--- src/sv/ddo_pkg.sv ---
// ----------------------------------------------------------------------------
// ddo_pkg
// Shared types and angle constants for the differential drive odometry core.
// ----------------------------------------------------------------------------
package ddo_pkg;

  // angles are signed Q3.28 radians
  localparam logic signed [32:0] PI_Q      = 33'sd843314857;
  localparam logic signed [32:0] HALF_PI_Q = 33'sd421657428;
  localparam logic signed [32:0] TWO_PI_S  = 33'sd1686629713;
  localparam logic        [31:0] TWO_PI_Q  = 32'd1686629713;
  // floor(2^47 / 2pi), quotient estimate for the digit-wise modulo reduction
  localparam logic        [16:0] MOD_RECIP = 17'((64'd1 << 47) / 64'd1686629713);
  // cordic gain compensation, Q2.30
  localparam logic signed [33:0] CORDIC_K  = 34'sd652032874;

  localparam int CFG_IDX_W = 2;
  localparam logic [CFG_IDX_W-1:0] REG_LEFT_SCALE  = 2'd0;
  localparam logic [CFG_IDX_W-1:0] REG_RIGHT_SCALE = 2'd1;
  localparam logic [CFG_IDX_W-1:0] REG_INV_TRACK   = 2'd2;

  typedef struct packed {
    logic signed [31:0] x;
    logic signed [31:0] y;
    logic signed [30:0] heading;
  } pose_load_t;

  // arctangent of 2^-i in Q3.28
  function automatic logic signed [32:0] atan_step(input int i);
    logic signed [32:0] v;
    v = '0;
    case (i)
      0:       v = 33'sd210828714;
      1:       v = 33'sd124459457;
      2:       v = 33'sd65760959;
      3:       v = 33'sd33381290;
      4:       v = 33'sd16755422;
      5:       v = 33'sd8385879;
      6:       v = 33'sd4193963;
      7:       v = 33'sd2097109;
      8:       v = 33'sd1048571;
      9:       v = 33'sd524287;
      default: begin
        if (i <= 28) v = 33'sd1 <<< (28 - i);
        else v = '0;
      end
    endcase
    return v;
  endfunction

endpackage

--- src/sv/ddo_front.sv ---
// ----------------------------------------------------------------------------
// ddo_front
// Accepts command words, decodes them and holds them in a two-entry queue.
// ----------------------------------------------------------------------------
module ddo_front #(
  parameter int COUNT_WIDTH = 16
) (
  input  logic                          clk,
  input  logic                          rst,
  input  logic                          in_valid,
  output logic                          in_ready,
  input  logic                          command,
  input  logic signed [COUNT_WIDTH-1:0] left_count,
  input  logic signed [COUNT_WIDTH-1:0] right_count,
  input  logic signed [31:0]            load_x,
  input  logic signed [31:0]            load_y,
  input  logic signed [30:0]            load_heading,
  output logic                          q_valid,
  input  logic                          q_take,
  output logic                          q_is_load,
  output logic signed [COUNT_WIDTH-1:0] q_left,
  output logic signed [COUNT_WIDTH-1:0] q_right,
  output ddo_pkg::pose_load_t           q_load
);
  import ddo_pkg::*;

  logic                          ent_is_load [2];
  logic signed [COUNT_WIDTH-1:0] ent_left    [2];
  logic signed [COUNT_WIDTH-1:0] ent_right   [2];
  pose_load_t                    ent_pose    [2];
  logic                          wr_ptr;
  logic                          rd_ptr;
  logic [1:0]                    count;
  logic                          push;
  logic                          pop;

  assign in_ready  = (count != 2'd2);
  assign push      = in_valid && in_ready;
  assign q_valid   = (count != 2'd0);
  assign pop       = q_take && q_valid;
  assign q_is_load = ent_is_load[rd_ptr];
  assign q_left    = ent_left[rd_ptr];
  assign q_right   = ent_right[rd_ptr];
  assign q_load    = ent_pose[rd_ptr];

  always_ff @(posedge clk) begin
    if (push) begin
      ent_is_load[wr_ptr] <= command;
      // left wheel counts the other way; negation wraps in count width
      ent_left[wr_ptr]    <= COUNT_WIDTH'(-left_count);
      ent_right[wr_ptr]   <= right_count;
      ent_pose[wr_ptr]    <= '{x: load_x, y: load_y, heading: load_heading};
    end
    if (rst) begin
      wr_ptr <= 1'b0;
      rd_ptr <= 1'b0;
      count  <= 2'd0;
    end else begin
      if (push) wr_ptr <= ~wr_ptr;
      if (pop)  rd_ptr <= ~rd_ptr;
      count <= count + 2'(push) - 2'(pop);
    end
  end

endmodule

--- config.mk ---
export PLATFORM = sky130hd
export DESIGN_NAME = ddo_front
export DESIGN_NICKNAME = d
export VERILOG_FILES = /design/src/sv/ddo_pkg.sv /design/src/sv/ddo_front.sv
export SDC_FILE = /design/constraint.sdc
export NUM_CORES = 1
export LEC_CHECK = 0
export ABC_AREA = 1
export BUFFER_PORTS_ARGS = -buffer_cell sky130_fd_sc_hd__buf_2
export CAP_MARGIN = 40
export CORE_MARGIN = 2
export CORE_UTILIZATION = 52
export DETAILED_ROUTE_END_ITERATION = 6
export PLACE_DENSITY = 0.81
export SKIP_CTS_REPAIR_TIMING = 1
export SYNTH_ARGS = -nofsm -noshare
export SYNTH_HDL_FRONTEND = slang
export SYNTH_SLANG_ARGS = --single-unit
--- constraint.sdc ---
create_clock -name clk -period 8.3 [get_ports clk]
set_input_delay 0 -clock clk [delete_from_list [all_inputs] [get_ports clk]]
set_output_delay 0 -clock clk [all_outputs]
set_load 0.02 [all_outputs]
==> results of run 1 <==
path summary, 6_finish.rpt:
path	startpoint	end	slack, ps	cells after the start
hold / removal	load_x[3]	ent_pose[1][66]	200	2
setup / recovery	flop	q_load[69]	5640	4
setup reg to reg	count[0]	ent_pose[1][48]	5670	7
hold reg to reg	rd_ptr	rd_ptr	520	2
placed cells by master (no fill, tap or decap), drive strengths merged:
cell / instances
clkinv: 7
o21ai: 1
xor2: 2
nand2: 38
nand3: 7
mux2: 128
nor2: 29
nor3: 1
diode: 1
clkinvlp: 4
ha: 3
and2: 1
inv: 20
xnor2: 6
dlygate4sd3: 131
edfxtp: 256
a21oi: 1
dfxtp: 5
buf: 269
bufinv: 4
clkbuf: 34
flip-flops by register name, summed over array words and instances, names as in the netlist, named ones only:
name,flops
ent_pose,190
wr_ptr,1
ent_right,32
rd_ptr,1
ent_is_load,2
count,2
ent_left,32
layer usage:
layer,GRT usage [%],routed length (µm),vias up,share of wire [%]
met5,0,0,-,0
met4,6.579,448,0,2.0
met3,5.047,1818,39,8.2
met2,29.49,11470,288,52
met1,21.83,8466,2955,38
li1,-,-,2767,-
worst reg2reg max path, stage by stage (launching register included):
cell	delay [ps]
dfxtp_1	340
inv_1	70
nand2_1	110
nand2_1	170
nor2_4	120
buf_4	600
buf_4	550
buf_16	310
cell type report:
class | instances | area [µm²] | share of cell area [%]
diodes | 1 | 2.502 | 0.01830
clock buffers | 34 | 701.9 | 5.135
clock inverters | 16 | 193.9 | 1.419
inverters | 19 | 71.32 | 0.5217
multi-input cells | 217 | 1879 | 13.75
flip-flops and latches | 261 | 7791 | 56.99
well taps | 234 | 292.8 | 2.142
repair buffers | 400 | 2738 | 20.03
stage by stage:
stage | hold WS, ps | instances
finish | 198.4 | 1182
global route | 187.5 | 1181
CTS | -362.3 | 1050
detailed placement | 191.0 | 1000
global placement | 187.1 | 997
floorplan | 71.22 | 511
where the power goes:
group | total, W | internal, W | switching (W)
sequential | 0.00176 | 0.00168 | 0.0000766
combinational | 0.00104 | 0.000424 | 0.000616
clock | 0.00121 | 0.000726 | 0.000485
cell families (layout without fill, tap and decap cells):
| kind of cell | count (synthesis) | in the layout | share of synthesized area [%] |
|---|---|---|---|
| AND/OR/NAND/NOR | 76 | 76 | 3.084 |
| AO/OA/AOI/OAI | 2 | 2 | 0.1010 |
| buffers and inverters | 33 | 469 | 2.515 |
| multiplexers | 128 | 128 | 14.56 |
| other | 0 | 1 | 0 |
| flip-flops | 261 | 261 | 78.66 |
| adder cells (fa/ha/maj) | 3 | 3 | 0.3792 |
| XOR/XNOR | 8 | 8 | 0.7077 |
==> run metrics, run 1 <==
die area=20,160 µm²; Slowest-stage cell, CP=dfxtp_4; CTS clk-pin slew, worst paths=60 ps; CP startpoint kind=flop; top cells by area, synth=edfxtp_1, mux2_2, nand2_1; initial antenna violation count=1; synthesized area per cell=19.38 µm²; Initial Util=52.93%; DRT Pass-1 Iters=5; Via density=5.118; final-report setup violation count=0; Layout Skew=around 14 ps; Iteration-0 DRC Markers=343; CTS tree=built; Yosys warnings=0; critical path class=reg2out; share of layout cells above drive strength 1=between 40% and 50%; GRT Residual Overflow=0; FMAX=376.2 MHz; CP top delay family=flip-flops; # Max-Cap Violations=0; root cell of the clock tree=clkbuf_16; H-tree depth=1; drt total wl=22.20 mm; main flop type after synthesis=edfxtp_1; Max Fanout on Critical Path=60; Worst path max stage delay=860 ps; global-route wire length before repair=27.28 mm; DP HPWL=12.46 mm; Synth area leader=edfxtp_1; worst slew pin tran=~840 ps; clock sink total=between 200 and 300; Skew-Pair Late Insertion Delay=520 ps; CORE AREA=18,710 µm²; Synth async-reset ratio=0%; I/O pin count=262; Leak=5.233 nW; Remaining DRCs=0; post-route worst setup slack=5642 ps; RSZ-0062 raised after global routing=no; worst-path cell chain=buf_4 > buf_16 > mux2_2 > buf_2; area growth from synthesis to layout=38.08%; vias in the first global route=5,364; fill cell count=1,060; Syn Nets=646; post-synthesis cell type count=17; Seq/Total Area, Yosys=78.66%; data arrival time of the critical path=2660 ps; Mapped Area=9901 µm²; Post-synth EDFFs=256; share of the synthesized area in the top cell type=77.64%; width of the die=142.0 µm; gpl congestion=0.7891; drt wl/cell=between 15 and 20 µm; Final Instance Area=13,670 µm²; Final min period=2658 ps; count leader, synth=edfxtp_1; Max clock buf depth=3; Hold WC Path Type=in2reg; Total GRT Usage=17.57%; num rows=50; Tcrit/Tclk final=32.03%; fin util=between 70 and 80%; Synth Instances=approximately 500; largest net degree at the start of global routing=62; Buffers on Ports=about 260; nets=1,061; post-place setup slack=roughly 5800 ps; CTS Buf Count=27; Final Hold Viols=0; top post-synthesis cells by count=edfxtp_1, mux2_2, nand2_1; total power=0.004007 W; #FFs+latches synth=between 200 and 300; Buf/Inv on CP=3; worst vdd ir=0.2647 mV; Die Span Y=approximately 140 µm; Final ANT Viol Nets=0; power per cell area=293.1 nW/µm²; vias after detailed routing=6,049; Slew Limit Fails=0; placed inst area=11,460 µm²; Slew headroom=43.78%; Setup crit end kind=output pin; final setup TNS=0 ps; outcome=finished clean; WP data required=8300 ps
No activity file was read; power rests on OpenSTA's default activity.
==> run 2: changes to the inputs <==
clock period = 2.65 ns   (was 8.3 ns; I/O delays follow)
==> run 2 against run 1 <==
  * Worst hold slack better by 8.8 ps
  * Critical path depth is 5 higher
  * Non-clock buffer count stayed put
  * Sequential share of layout area is 0.34 points higher
  * Routed wire length is 5.3% lower
  * Flip-flop and latch count stayed put
  * Combinational power grew to 3.2 times the previous value
  * Final area is 0.58% lower
  * Via count is 2.5% lower
  * Register-to-register slack worse by 4600 ps
  * Critical endpoint is now ent_left[1][9]
  * Largest cell class unchanged
  * Highest routed layer is now met5
==> run metrics, run 2 (synthesis gave the netlist of run 1 again) <==
Largest register FFs=190; Slew headroom=around two thirds; Total GRT Usage=17.09%; fill cell count=1,077; drt wl/cell=17.87 µm; Comb pwr share=27.2%; # Max-Cap Violations=0; Setup crit end kind=flop; power per cell area=890.0 nW/µm²; Layout Skew=11.88 ps; root cell of the clock tree=clkbuf_16; initial antenna violation count=2; Final Hold Viols=0; Final ANT Viol Nets=0; Slowest-stage cell, CP=dlygate4sd3_1; Int Power=0.008543 W; Max clock buf depth=3; most common cell after layout, fill and taps aside=buf_2; GRT Residual Overflow=0; register area=7792 µm²; CP startpoint kind=primary input; CTS clk-pin slew, worst paths=60 ps; Initial Util=52.93%; post-route worst setup slack=547.3 ps; WP data required=3020 ps; Tcrit/Tclk final=about four fifths; commonest non-fill, non-tap cells in the layout=buf_2, edfxtp_1, dlygate4sd3_1; Final min period=2103 ps; width of the die=142.0 µm; FMAX=475.6 MHz; Hold WC Path Type=in2reg; Slew Limit Fails=0; worst vdd ir=0.7234 mV; Buffers on Ports=261; vias in the first global route=5,317; critical path class=in2reg; outcome=finished clean; worst slew pin tran=489.0 ps; Seq pwr share=a little under half; nets=roughly 1,100; DRT Pass-1 Iters=5; met2 usage=between 30% and 40%; gpl congestion=approximately 0.84; CORE AREA=18,710 µm²; final-report setup violation count=0; post-place setup slack=between 1000 and 1500 ps; top flop regs=ent_pose (190), ent_left (32), ent_right (32); H-tree depth=1; Net Sw Power=0.003553 W; RSZ-0062 raised after global routing=no; drt total wl=21.03 mm; Worst path max stage delay=570 ps; Remaining DRCs=0; share of layout cells above drive strength 1=46.23%; data arrival time of the critical path=2470 ps; M3 GR Usage=about 4.6%; vias after detailed routing=5,900; area growth from synthesis to layout=37.28%; num rows=50; Max Fanout on Critical Path=7; DP HPWL=11.85 mm; I/O pin count=about 260; CTS Buf Count=26; die area=20,160 µm²; Leak=approximately 5.2 nW; clock sink total=roughly 260; clock power share=~28%; most used cell, CP=dlygate4sd3_1; total power=0.01210 W; CTS tree=built; Switching Share=between 20 and 30%; worst-path cell chain=dlygate4sd3_1 > buf_2 > nor2_1 > nand2_1 > nor2_4 > nand3_1 > dlygate4sd3_1 > nand2_1 > dlygate4sd3_1; Iteration-0 DRC Markers=379; largest net degree at the start of global routing=69; global-route wire length before repair=26.78 mm; Skew-Pair Late Insertion Delay=around 520 ps; GRT busiest layer=met2; Via density=5.013; Die Span Y=~140 µm; most flop-heavy register=ent_pose; GR Layer Usage met1=20.22%; area occupied by multi-input gates=1894 µm²
## run 2: cell count changes in the layout (fill, tap and decap cells not counted), sizes merged, moves of 2 or more
| cell | previous run | this run |
|---|---|---|
| buf | 269 | 267 |
| bufinv | 4 | 1 |
| clkinvlp | 4 | 0 |
| dlygate4sd3 | 131 | 133 |
## run 2: layout make-up
cell class	instances	area share [%]
clock buffers	35	5.192
well taps	234	2.154
repair buffers	400	20.29
diodes	2	0.03682
multi-input cells	217	13.94
inverters	19	0.5247
clock inverters	9	0.5339
flip-flops and latches	261	57.33
## run 2: worst paths after layout
path	startpoint	to	slack (ps)	cells past startpoint
worst max register to register	count[1]	count[1]	1070	11
worst max-delay path	left_count[4]	ent_left[1][9]	550	9
worst min register to register	rd_ptr	flop	510	2
worst min-delay path	load_y[5]	ent_pose[0][36]	210	2
## run 2: power groups by stage
stage	sequential, W	clock, W	combinational (W)
2_1_floorplan	0.00547	0	0.00222
3_3_place_gp	0.00550	0	0.00308
6_report	0.00545	0.00336	0.00328
4_1_cts	0.00545	0.00342	0.00311
5_1_grt	0.00551	0.00357	0.00347
3_5_place_dp	0.00554	0	0.00309
## run 2: routing by layer
layer	vias to the layer above	routed length (µm)	part of all wire, %
met5	-	40	0.19
met3	47	1455	6.9
li1	2766	-	-
met1	2826	7747	37
met2	259	11170	53
met4	2	618	2.9
## run 2: metrics by stage
stage	setup TNS, ps	utilization [%]	cells	cell area (µm²)	hold slack (ps)
final	0	72.66	1177	13590	207.2
after CTS	0	65.52	1042	12260	-355.4
after global placement	0	61.36	998	11480	187.5
after floorplan	-55100	-	511	9932	63.83
after detailed placement	0	61.36	998	11480	189.1
after global routing	0	72.66	1177	13590	194.3
## run 2: worst max-delay path, delay by kind of cell
family	cells	cell delay (ps)
simple gates	5	660
buf+inv	4	1800
==> run 3: changes to the inputs <==
CORE_UTILIZATION = 47   (was 52)
PLACE_DENSITY = 0.77   (was 0.81)
clock period = 1.7 ns   (was 2.65 ns; I/O delays follow)
==> run 3 against run 2 <==
  * The flow now finishes with violations (setup timing)
  * Power is 70% higher
  * Largest power group unchanged
  * Core utilization is 3.9 points lower
  * Final area is 5.4% higher
  * Sequential share of layout area is 2.9 points lower
  * Clock skew is 3.2 ps lower
  * Global-route usage is 1.4 points lower
  * Sequential power is 55% higher
  * Worst hold slack better by 5.4 ps
==> run metrics, run 3 (synthesis gave the netlist of run 1 again) <==
H-tree depth=1; Buffers on Ports=261; global-route wire length before repair=approximately 27 mm; CORE AREA=20,820 µm²; Worst path depth=4; hold slack final=212.7 ps; worst vdd ir=1.102 mV; FF-to-FF path depth=11; CTS clk-pin slew, worst paths=about 60 ps; final-report setup violation count=103; Leak=approximately 5.5 nW; drt wl/cell=19.08 µm; DP HPWL=12.54 mm; final setup TNS=-2524 ps; largest net degree at the start of global routing=67; RSZ-0062 raised after global routing=yes; GRT Residual Overflow=0; drt total wl=23.72 mm; Slew Limit Fails=0; post-route worst setup slack=-53.44 ps; CP top delay family=buffers and inverters; Final min period=1753 ps; Initial Util=a little under half; gpl congestion=0.7951; post-place setup slack=101.1 ps; Remaining DRCs=0; Hold WC Path Type=in2reg; Die Span Y=149.1 µm; CP startpoint kind=flop; vias after detailed routing=about 6,100; CTS Buf Count=27; # Max-Cap Violations=0; I/O pin count=around 260; Total GRT Usage=15.66%; Iteration-0 DRC Markers=between 200 and 300; Slowest-stage cell, CP=dfxtp_4; Max clock buf depth=3; failing checks=setup timing; num rows=53; outcome=finished, violations left; Slew headroom=73.71%; Via density=around 4.9; worst slew pin tran=~400 ps; nets=1,081; Tcrit/Tclk final=103.1%; hold path cells=2; die area=roughly 22,000 µm²; commonest non-fill, non-tap cells in the layout=edfxtp_1, buf_2, dlygate4sd3_1; most flop-heavy register=ent_pose; power per cell area=1432 nW/µm²; critical path class=reg2out; most common cell after layout, fill and taps aside=edfxtp_1; top flop regs=ent_pose (190), ent_left (32), ent_right (32); Largest register FFs=190; width of the die=about 150 µm; data arrival time of the critical path=1750 ps; Final Hold Viols=0; Layout Skew=8.661 ps; Setup crit end kind=output pin; WP data required=1700 ps; Max Fanout on Critical Path=17; root cell of the clock tree=clkbuf_16; Skew-Pair Late Insertion Delay=520 ps; area growth from synthesis to layout=44.67%; Final ANT Viol Nets=0; fin util=68.79%; worst-path cell chain=buf_12 > buf_16 > mux2_2 > buf_2; clock sink total=between 200 and 300; vias in the first global route=around 5,300; DRT Pass-1 Iters=4; CTS tree=built; initial antenna violation count=3; Buf/Inv on CP=3; FMAX=570.3 MHz; share of layout cells above drive strength 1=48.39%; Worst path max stage delay=360 ps
-- run 3: changes by cell type in the layout (fill, tap and decap cells not counted), moves of 2 or more --
cell	change
buf_6	+20
buf_12	+7
buf_2	-26
buf_16	+2
clkinv_1	+3
clkbuf_1	-4
buf_4	+14
dlygate4sd3_1	-2
clkbuf_16	+4
mux2_4	+19
bufinv_16	+3
mux2_2	-19
-- run 3: power by group --
group	internal, W	total, W	switching (W)	leakage (nW)
logic	0.00283	0.00626	0.00343	2.67
registers	0.00820	0.00843	0.000238	2.43
clock network	0.00351	0.00582	0.00231	0.425
total	0.0145	0.0205	0.00598	5.52
-- run 3: through the flow --
step | total power [W] | area [µm²] | std cells
finish | 0.02051 | 14320 | 1243
global route | 0.02131 | 14320 | 1243
CTS | 0.01952 | 12570 | 1098
detailed placement | 0.01371 | 11690 | 1050
global placement | 0.01362 | 11690 | 1050
floorplan | 0.01198 | 9932 | 511
-- run 3: worst paths after layout --
| check | startpoint | end | slack, ps |
|---|---|---|---|
| worst min register to register | rd_ptr | rd_ptr | 520 |
| worst max-delay path | flop | q_load[18] | -50 |
| worst min-delay path | load_y[0] | ent_pose[1][31] | 210 |
| worst max register to register | count[1] | count[1] | 70 |
-- run 3: per-layer routing --
layer / routed length [µm] / up-vias / global-route usage (%) / part of all wire (%)
li1: - / 2820 / - / -
met1: 9022 / 2925 / 19.46 / 38
met2: 12310 / 259 / 26.24 / 52
met3: 1819 / 52 / 4.465 / 7.7
met4: 563 / 0 / 5.810 / 2.4
met5: 0 / - / 0 / 0
-- run 3: area by class of cell --
class	count	area (µm²)
diodes	3	7.507
clock inverters	17	190.2
repair buffers	420	3248
inverters	19	71.32
flip-flops and latches	261	7794
multi-input cells	217	1978
clock buffers	31	690.7
fillers	1287	6499
well taps	275	344.1
